### src/rtl/core/rhep_pkg.sv
package rhep_pkg;

   localparam logic [15:0] PROFILE_ONE_BYTE = 16'hBEDE;
   localparam logic [15:0] PROFILE_TWO_MASK = 16'hFFF0;
   localparam logic [15:0] PROFILE_TWO_BYTE = 16'h1000;
   localparam logic [3:0]  ID_STOP          = 4'h0F;

   localparam logic [2:0] ST_OK        = 3'd0;
   localparam logic [2:0] ST_TOO_LARGE = 3'd1;
   localparam logic [2:0] ST_EXT_HDR   = 3'd2;
   localparam logic [2:0] ST_EXT_BLOCK = 3'd3;
   localparam logic [2:0] ST_NO_PAYLD  = 3'd4;
   localparam logic [2:0] ST_PAD       = 3'd5;
   localparam logic [2:0] ST_PROFILE   = 3'd6;
   localparam logic [2:0] ST_OVERRUN   = 3'd7;

   localparam logic [1:0] PH_HDR   = 2'd0;
   localparam logic [1:0] PH_VALUE = 2'd1;
   localparam logic [1:0] PH_LEN   = 2'd2;
   localparam logic [1:0] PH_DONE  = 2'd3;

   typedef struct packed {
      logic [7:0] data_byte;
      logic       last_byte;
   } req_type;

   typedef struct packed {
      logic        kind;
      logic [7:0]  ext_id;
      logic [11:0] offset;
      logic [11:0] length;
      logic [7:0]  pad_length;
      logic        marker;
      logic [6:0]  pay_type;
      logic [15:0] sequence_res;
      logic [31:0] timestamp;
      logic [31:0] ssrc;
      logic [2:0]  status;
   } rsp_type;

endpackage

### src/rtl/core/rhep_queue.sv
module rhep_queue import rhep_pkg::*; (
   input  logic    clock,
   input  logic    reset,
   input  logic    push,
   input  req_type push_data,
   output logic    full,
   input  logic    pop,
   output logic    valid,
   output req_type pop_data
);

   req_type     mem_ff [4];
   logic [1:0]  wr_ff, wr_in, rd_ff, rd_in;
   logic [2:0]  cnt_ff, cnt_in;

   assign full     = (cnt_ff == 3'd4);
   assign valid    = (cnt_ff != 3'd0);
   assign pop_data = mem_ff[rd_ff];

   always_comb begin
      wr_in  = wr_ff + 2'(push);
      rd_in  = rd_ff + 2'(pop);
      cnt_in = cnt_ff + 3'(push) - 3'(pop);
   end

   always_ff @(posedge clock) begin
      if (reset) begin
         wr_ff  <= '0;
         rd_ff  <= '0;
         cnt_ff <= '0;
      end else begin
         wr_ff  <= wr_in;
         rd_ff  <= rd_in;
         cnt_ff <= cnt_in;
      end
      if (push) begin
         mem_ff[wr_ff] <= push_data;
      end
   end

endmodule

### src/rtl/core/rhep_parser.sv
module rhep_parser import rhep_pkg::*; #(
   parameter int MAX_PACKET_BYTES = 4096
) (
   input  logic        clock,
   input  logic        reset,
   input  logic [11:0] max_len,
   input  logic        in_valid,
   input  req_type     in_data,
   output logic        in_pop,
   output logic        out_valid,
   output rsp_type     out_data,
   input  logic        out_ready
);

   logic [12:0] pos_ff, pos_in;
   logic [31:0] w0_ff, w0_in, w1_ff, w1_in, w2_ff, w2_in;
   logic [15:0] prof_ff, prof_in, ew_ff, ew_in;
   logic [1:0]  ph_ff, ph_in;
   logic [8:0]  bl_ff, bl_in;
   logic [7:0]  pid_ff, pid_in;
   logic [2:0]  err_ff, err_in;
   logic        vld_ff, vld_in;
   rsp_type     rsp_ff, rsp_in;

   assign in_pop    = in_valid && (!vld_ff || out_ready);
   assign out_valid = vld_ff;
   assign out_data  = rsp_ff;

   always_comb begin
      logic [12:0] p;
      logic [7:0]  b;
      logic        x;
      logic [6:0]  es;
      logic [18:0] ee, p19, l19, hend, plen, elen;
      logic [2:0]  st;
      logic [7:0]  pad;
      p = pos_ff;
      b = in_data.data_byte;
      pos_in = (pos_ff != 13'h1FFF) ? pos_ff + 13'd1 : pos_ff;
      w0_in = w0_ff; w1_in = w1_ff; w2_in = w2_ff;
      prof_in = prof_ff; ew_in = ew_ff; ph_in = ph_ff; bl_in = bl_ff;
      pid_in = pid_ff; err_in = err_ff;
      vld_in = vld_ff && !out_ready;
      rsp_in = rsp_ff;
      if (p < 13'd12) begin
         case (p[3:2])
            2'd0: w0_in = {w0_ff[23:0], b};
            2'd1: w1_in = {w1_ff[23:0], b};
            2'd2: w2_in = {w2_ff[23:0], b};
            default: ;
         endcase
      end
      x = w0_in[28];
      es = 7'd12 + {1'b0, w0_in[27:24], 2'b00};
      p19 = {6'd0, p};
      elen = '0;
      if (x && p >= 13'd12) begin
         if (p == 13'(es) || p == 13'(es) + 13'd1)
            prof_in = {prof_ff[7:0], b};
         if (p == 13'(es) + 13'd1 && prof_in != PROFILE_ONE_BYTE
             && (prof_in & PROFILE_TWO_MASK) != PROFILE_TWO_BYTE) begin
            err_in = ST_PROFILE;
            ph_in = PH_DONE;
         end
         if (p == 13'(es) + 13'd2 || p == 13'(es) + 13'd3)
            ew_in = {ew_ff[7:0], b};
      end
      ee = 19'(es) + 19'd4 + {1'b0, ew_in, 2'b00};
      if (x && p >= 13'd12 && p19 >= 19'(es) + 19'd4 && p19 < ee && p <= 13'd4095
          && ph_in != PH_DONE && in_pop) begin
         case (ph_ff)
            PH_VALUE: begin
               bl_in = (bl_ff != 9'd0) ? bl_ff - 9'd1 : bl_ff;
               if (bl_in == 9'd0) ph_in = PH_HDR;
            end
            PH_LEN: begin
               elen = {11'd0, b};
               if (p19 + 19'd1 + elen > ee) begin
                  err_in = ST_OVERRUN;
                  ph_in = PH_DONE;
               end else begin
                  bl_in = {1'b0, b};
                  ph_in = (b == 8'd0) ? PH_HDR : PH_VALUE;
                  rsp_in = '0;
                  rsp_in.ext_id = pid_ff;
                  rsp_in.offset = p[11:0] + 12'd1;
                  rsp_in.length = {4'd0, b};
                  vld_in = 1'b1;
               end
            end
            PH_HDR: begin
               if (prof_in == PROFILE_ONE_BYTE) begin
                  elen = {15'd0, b[3:0]} + 19'd1;
                  if (b[7:4] == ID_STOP) begin
                     ph_in = PH_DONE;
                  end else if (b[7:4] != 4'd0) begin
                     if (p19 + 19'd1 + elen > ee) begin
                        err_in = ST_OVERRUN;
                        ph_in = PH_DONE;
                     end else begin
                        bl_in = elen[8:0];
                        ph_in = PH_VALUE;
                        rsp_in = '0;
                        rsp_in.ext_id = {4'd0, b[7:4]};
                        rsp_in.offset = p[11:0] + 12'd1;
                        rsp_in.length = elen[11:0];
                        vld_in = 1'b1;
                     end
                  end
               end else if (p19 + 19'd1 >= ee) begin
                  ph_in = PH_DONE;
               end else if (b != 8'd0) begin
                  pid_in = b;
                  ph_in = PH_LEN;
               end
            end
            default: ;
         endcase
      end
      l19 = {6'd0, pos_in};
      hend = 19'(es);
      st = ST_OK;
      pad = '0;
      plen = '0;
      if ({4'd0, pos_in} > 17'(max_len) || {4'd0, pos_in} > 17'(MAX_PACKET_BYTES)) begin
         st = ST_TOO_LARGE;
      end else begin
         if (x) begin
            if (l19 < hend + 19'd4) st = ST_EXT_HDR;
            else if (l19 < ee) st = ST_EXT_BLOCK;
            else hend = ee;
         end
         if (st == ST_OK && l19 <= hend) st = ST_NO_PAYLD;
         if (st == ST_OK) begin
            plen = l19 - hend;
            if (w0_in[29]) begin
               pad = b;
               if (b != 8'd0) begin
                  if (plen <= {11'd0, b}) st = ST_PAD;
                  else plen = plen - {11'd0, b};
               end
            end
         end
         if (st == ST_OK && x && err_in != ST_OK) st = err_in;
      end
      if (in_pop) begin
         if (in_data.last_byte) begin
            rsp_in = '0;
            rsp_in.kind = 1'b1;
            if (st == ST_OK) begin
               rsp_in.offset = hend[11:0];
               rsp_in.length = plen[11:0];
               rsp_in.pad_length = pad;
            end
            rsp_in.marker = w0_in[23];
            rsp_in.pay_type = w0_in[22:16];
            rsp_in.sequence_res = w0_in[15:0];
            rsp_in.timestamp = w1_in;
            rsp_in.ssrc = w2_in;
            rsp_in.status = st;
            vld_in = 1'b1;
            pos_in = '0; w0_in = '0; w1_in = '0; w2_in = '0;
            prof_in = '0; ew_in = '0; ph_in = PH_HDR; bl_in = '0;
            pid_in = '0; err_in = ST_OK;
         end
      end else begin
         pos_in = pos_ff; w0_in = w0_ff; w1_in = w1_ff; w2_in = w2_ff;
         prof_in = prof_ff; ew_in = ew_ff; ph_in = ph_ff; bl_in = bl_ff;
         pid_in = pid_ff; err_in = err_ff;
      end
   end

   always_ff @(posedge clock) begin
      if (reset) begin
         pos_ff <= '0; w0_ff <= '0; w1_ff <= '0; w2_ff <= '0;
         prof_ff <= '0; ew_ff <= '0; ph_ff <= PH_HDR; bl_ff <= '0;
         pid_ff <= '0; err_ff <= ST_OK; vld_ff <= 1'b0;
      end else begin
         pos_ff <= pos_in; w0_ff <= w0_in; w1_ff <= w1_in; w2_ff <= w2_in;
         prof_ff <= prof_in; ew_ff <= ew_in; ph_ff <= ph_in; bl_ff <= bl_in;
         pid_ff <= pid_in; err_ff <= err_in; vld_ff <= vld_in;
      end
      rsp_ff <= rsp_in;
   end

endmodule

### src/rtl/core/rtp_header_extension_parser_top.sv
// RTP header parser. Takes one packet byte per request with tlast on the final
// byte, and returns one record per header-extension element (tuser 0) as soon
// as its header is seen, plus an end-of-packet summary (tuser 1) with payload
// offset/length, pad length, fixed header fields and status. Sustains one byte
// per cycle while no held result waits on rsp_tready; each byte passes through
// the four-entry input queue, and its result is held in the registered output
// of the parser stage.
// csr_wr_data sets the largest accepted packet length (reset 1500).
module rtp_header_extension_parser_top import rhep_pkg::*; #(
   parameter int MAX_PACKET_BYTES = 4096
) (
   input  logic         clock,
   input  logic         reset,
   input  logic         req_tvalid,
   output logic         req_tready,
   input  logic [7:0]   req_tdata,   // data_byte
   input  logic         req_tlast,   // last_byte
   output logic         rsp_tvalid,
   input  logic         rsp_tready,
   output logic [135:0] rsp_tdata,   // ext_id, offset, length, pad_length, marker,
                                     // pay_type, sequence_res, timestamp, ssrc, status
   output logic         rsp_tuser,   // kind
   input  logic         csr_wr_en,
   input  logic [11:0]  csr_wr_data  // max_packet_len
);

   logic [11:0] max_len_ff;
   logic        q_full, q_valid, q_pop;
   req_type     q_data;
   rsp_type     rsp;

   always_ff @(posedge clock) begin
      if (reset) max_len_ff <= 12'd1500;
      else if (csr_wr_en) max_len_ff <= csr_wr_data;
   end

   assign req_tready = !q_full;

   rhep_queue u_queue (
      .clock(clock), .reset(reset),
      .push(req_tvalid && !q_full),
      .push_data(req_type'{data_byte: req_tdata, last_byte: req_tlast}),
      .full(q_full), .pop(q_pop), .valid(q_valid), .pop_data(q_data)
   );

   rhep_parser #(.MAX_PACKET_BYTES(MAX_PACKET_BYTES)) u_parser (
      .clock(clock), .reset(reset), .max_len(max_len_ff),
      .in_valid(q_valid), .in_data(q_data), .in_pop(q_pop),
      .out_valid(rsp_tvalid), .out_data(rsp), .out_ready(rsp_tready)
   );

   assign rsp_tuser = rsp.kind;
   assign rsp_tdata = {5'd0, rsp.status, rsp.ssrc, rsp.timestamp, rsp.sequence_res,
                       rsp.pay_type, rsp.marker, rsp.pad_length, rsp.length,
                       rsp.offset, rsp.ext_id};

endmodule

### config.mk
export PLATFORM = sky130hd
export DESIGN_NAME = rtp_header_extension_parser_top
export DESIGN_NICKNAME = d
export VERILOG_FILES = /design/src/rtl/core/rhep_pkg.sv /design/src/rtl/core/rhep_queue.sv /design/src/rtl/core/rhep_parser.sv /design/src/rtl/core/rtp_header_extension_parser_top.sv
export SDC_FILE = /design/constraint.sdc
export NUM_CORES = 1
export LEC_CHECK = 0
export ABC_AREA = 0
export BUFFER_PORTS_ARGS = -buffer_cell sky130_fd_sc_hd__buf_4
export CAP_MARGIN = 20
export CORE_ASPECT_RATIO = 0.7
export CORE_UTILIZATION = 50
export CTS_CLUSTER_SIZE = 12
export DETAILED_ROUTE_END_ITERATION = 10
export PLACE_DENSITY = 0.76
export SLEW_MARGIN = 25
export SYNTH_ARGS = -nofsm -noshare
export SYNTH_HDL_FRONTEND = slang
export SYNTH_SLANG_ARGS = --single-unit
### constraint.sdc
create_clock -name clock -period 14.6 [get_ports clock]
set_clock_uncertainty 0.2 [all_clocks]
set_input_delay 1.46 -clock clock [delete_from_list [all_inputs] [get_ports clock]]
set_output_delay 1.46 -clock clock [all_outputs]
set_load 0.01 [all_outputs]
==> flow_metrics.env <==
export IMPL_status="complete, no violations"
export IMPL_cts_buffer_depth=3
export IMPL_wirelength_um=69750
export IMPL_grt_use_met3_pct=11.01
export IMPL_grt_pass1_vias=17230
export IMPL_r2r_start="u_parser.pos_ff[9]"
export IMPL_hold_viol=0
export IMPL_final_seq_area_mm2=0.007347
export IMPL_floorplan_initialDensity_pct=51.23
export IMPL_cap_violations=0
export IMPL_die_x_um=240.1
export IMPL_static_leakage_power_nw=9.439
export IMPL_netlist_area_mm2=0.01985
export IMPL_drive_above_1_share_pct=12.75
export IMPL_postRouteAntennaNets=0
export IMPL_cp_arrival_ns=14.12
export IMPL_final_design_area_no_fill_mm2=0.02254
export IMPL_clk_latency_ns=0.55
export IMPL_async_flop_share_pct=0
export IMPL_grt_use_met2_pct=47.91
export IMPL_crit_path_frequent_cell="ha_1"
export IMPL_core_area_mm2=0.03874
export IMPL_setup_tns_final_ns=0
export IMPL_postCtsHoldBufs=0
export IMPL_min_period_ns=13.88
export IMPL_hold_ws_ns=0.2511
export IMPL_grtUsageMet1_pct=48.03
export IMPL_period_share_pct=95.10
export IMPL_ys_ff_latch=349
export IMPL_num_rows=60
export IMPL_cts_reportedPaths_clkPinSlew_ns=0.07
export IMPL_fillers=3520
export IMPL_pin_count=165
export IMPL_dr_pass1_iters=6
export IMPL_hpwl_um=51180
export IMPL_synth_edff_count=36
export IMPL_nNetsFinal=2531
export IMPL_critPathLaunchType="flip-flop"
export IMPL_routabilityCongestion=1.021
export IMPL_fmax_mhz=72.02
export IMPL_setup_violations=0
export IMPL_synthTopCellsByCount="dfxtp_1, nor2_1, nand2_1, a22oi_1, ha_1"
export IMPL_htreeDepth=2
export IMPL_vias=18440
export IMPL_drtIter0Drc=1944
export IMPL_grt_overflow=0
export IMPL_drc_errors=0
export IMPL_end_kind="flip-flop"
export IMPL_tightest_slew_ns=1.262
export IMPL_slew_limit_headroom_pct=15.01
export IMPL_die_area_mm2=0.04050
export IMPL_drv_slew=0
export IMPL_antenna_found_initial=3
export IMPL_area_growth_synth_to_final_pct=13.56
export IMPL_portBuffers=159
export IMPL_cts_tree="yes"
export IMPL_path_max_fanout=23
export IMPL_ctsRootBufferMaster="clkbuf_16"
export IMPL_grt_max_degree=106
export IMPL_grt_usage_pct=33.84
export IMPL_hold_class="reg2reg"
export IMPL_synthCells=2283
export IMPL_postCtsSetupRepairBufs=0
export IMPL_utilization_pct=58.18
export IMPL_grt_pass1_wl_um=104400
export IMPL_cts_resized=0
export IMPL_via_per_inst=6.315
export IMPL_yosysTopAreaCellShare_pct=31.57
export IMPL_power_density_mw_per_mm2=141.6
export IMPL_yosysSeqAreaShare_pct=37.02
export IMPL_synth_most_common_cell="dfxtp_1"
export IMPL_multiInputGateArea_mm2=0.01168
export IMPL_dpl_instance_area_mm2=0.02145
export IMPL_rsz0062_at_grt="no"
export IMPL_cp_slowest_cell="or3_1"
export IMPL_cts_sinks=349
export IMPL_yosys_area_top_type="dfxtp_1"
export IMPL_peakVddDrop_uv=142.8
export IMPL_crit_start="u_parser.pos_ff[9]"
export IMPL_holdCritStartpoint="u_parser.pid_ff[4]"
export IMPL_crit_type="reg2reg"
export IMPL_ys_types=96
export IMPL_synth_warnings=0
export IMPL_numCtsBuffers=37
export IMPL_wl_per_cell_um=23.89
export IMPL_synth_flop_cell="dfxtp_1"
export IMPL_grt_busiest_layer="met1"
export IMPL_synth_area_leaders="dfxtp_1, ha_1, mux2i_1"
export IMPL_slowest_delay_ns=0.66
export IMPL_avgSynthCellArea_um2=8.693
export IMPL_chipHeight_um=168.7
export IMPL_cp_required_ns=14.84
state kept, by name (all words and copies together) (netlist names):
register            count
u_queue.wr_ff           2
u_parser.w0_ff         30
u_queue.rd_ff           2
u_parser.out_data     132
u_queue.mem_ff         36
u_parser.pid_ff         8
u_parser.bl_ff          9
u_parser.ph_ff          2
u_queue.cnt_ff          3
u_parser.err_ff         3
u_parser.pos_ff        13
u_parser.prof_ff       16
u_parser.w2_ff         32
u_parser.ew_ff         16
max_len_ff             12
u_parser.w1_ff         32
u_parser.out_valid      1
cells in the final DEF (no fill, tap or decap), types with 9 or more instances in the layout:
cell type,n
dfxtp_1,313
nor2_1,276
nand2_1,218
buf_4,197
a22oi_1,146
ha_1,124
mux2i_1,110
o22ai_1,106
a21oi_1,83
inv_1,76
xnor2_1,58
o21ai_0,55
nor3_1,39
clkbuf_16,38
edfxtp_1,36
nand3_1,31
nand4_1,30
a21o_1,28
xor2_1,26
nand2b_1,22
o21a_1,22
nor2b_1,21
or3_1,21
a211oi_1,17
o211ai_1,15
o2bb2ai_1,13
and3_1,12
and2_1,11
or4_1,11
a31oi_1,10
nor4_1,10
o32ai_1,10
conb_1,10
mux4_2,9
a22o_1,9
clkbuf_1,9
layout make-up:
| cell class | count | area share [%] |
|---|---|---|
| clock buffer | 47 | 4.369 |
| antenna | 1 | 0.01110 |
| multi-input combinational | 1710 | 51.83 |
| clock inverter | 9 | 0.3664 |
| timing repair buffer | 197 | 6.562 |
| sequential | 349 | 32.60 |
| inverter | 80 | 1.332 |
| tap | 527 | 2.926 |
kinds of logic after synthesis:
| family | synth area share, % |
|---|---|
| flip-flops | 37.02 |
| other | 0.03784 |
| adder cells (fa/ha/maj) | 8.474 |
| AND/OR/NAND/NOR | 17.76 |
| multiplexers | 7.194 |
| XOR/XNOR | 3.707 |
| buffers and inverters | 4.659 |
| AO/OA/AOI/OAI | 21.15 |
routing by layer:
metal / routed length (µm) / part of all wire [%] / vias to the layer above
met3: 8002 / 11 / 139
met5: 0 / 0 / -
li1: - / - / 8512
met2: 28610 / 41 / 914
met4: 2283 / 3.3 / 0
met1: 30860 / 44 / 8876
worst max-delay path, delay by kind of cell, from the launching register on:
| family | cells | cell delay (ns) |
|---|---|---|
| mux | 1 | 0.36 |
| fa+ha+maj | 6 | 1.96 |
| xor+xnor | 1 | 0.12 |
| compound gates | 14 | 4.45 |
| buf+inv | 3 | 0.53 |
| simple gates | 18 | 5.67 |
| flops | 1 | 0.47 |
where the power goes:
group          switching, mW  internal [mW]  leakage, nW  total (mW)
Sequential            0.0572           1.03         2.86        1.08
Combinational          0.859          0.381         6.06        1.24
Clock                  0.391          0.478        0.524       0.869
Total                   1.31           1.88         9.44        3.19
through the flow:
stage / std cells / total power, mW / worst slack (ns)
2_1_floorplan: 2291 / 1.854 / 3.531
3_3_place_gp: 2863 / 2.272 / 1.090
3_5_place_dp: 2863 / 2.300 / 0.6464
4_1_cts: 2919 / 3.164 / 0.5760
5_1_grt: 2919 / 3.327 / 0.03285
6_report: 2920 / 3.192 / 0.7151
final timing paths:
| path | cells past startpoint | end | slack, ns |
|---|---|---|---|
| setup reg to reg | 43 | u_parser.out_data[122] | 0.72 |
| setup / recovery | 43 | u_parser.out_data[122] | 0.72 |
| hold reg to reg | 2 | u_parser.out_data[127] | 0.25 |
| hold / removal | 2 | u_parser.out_data[127] | 0.25 |
Note: power is estimated with default switching activity, not from simulation.
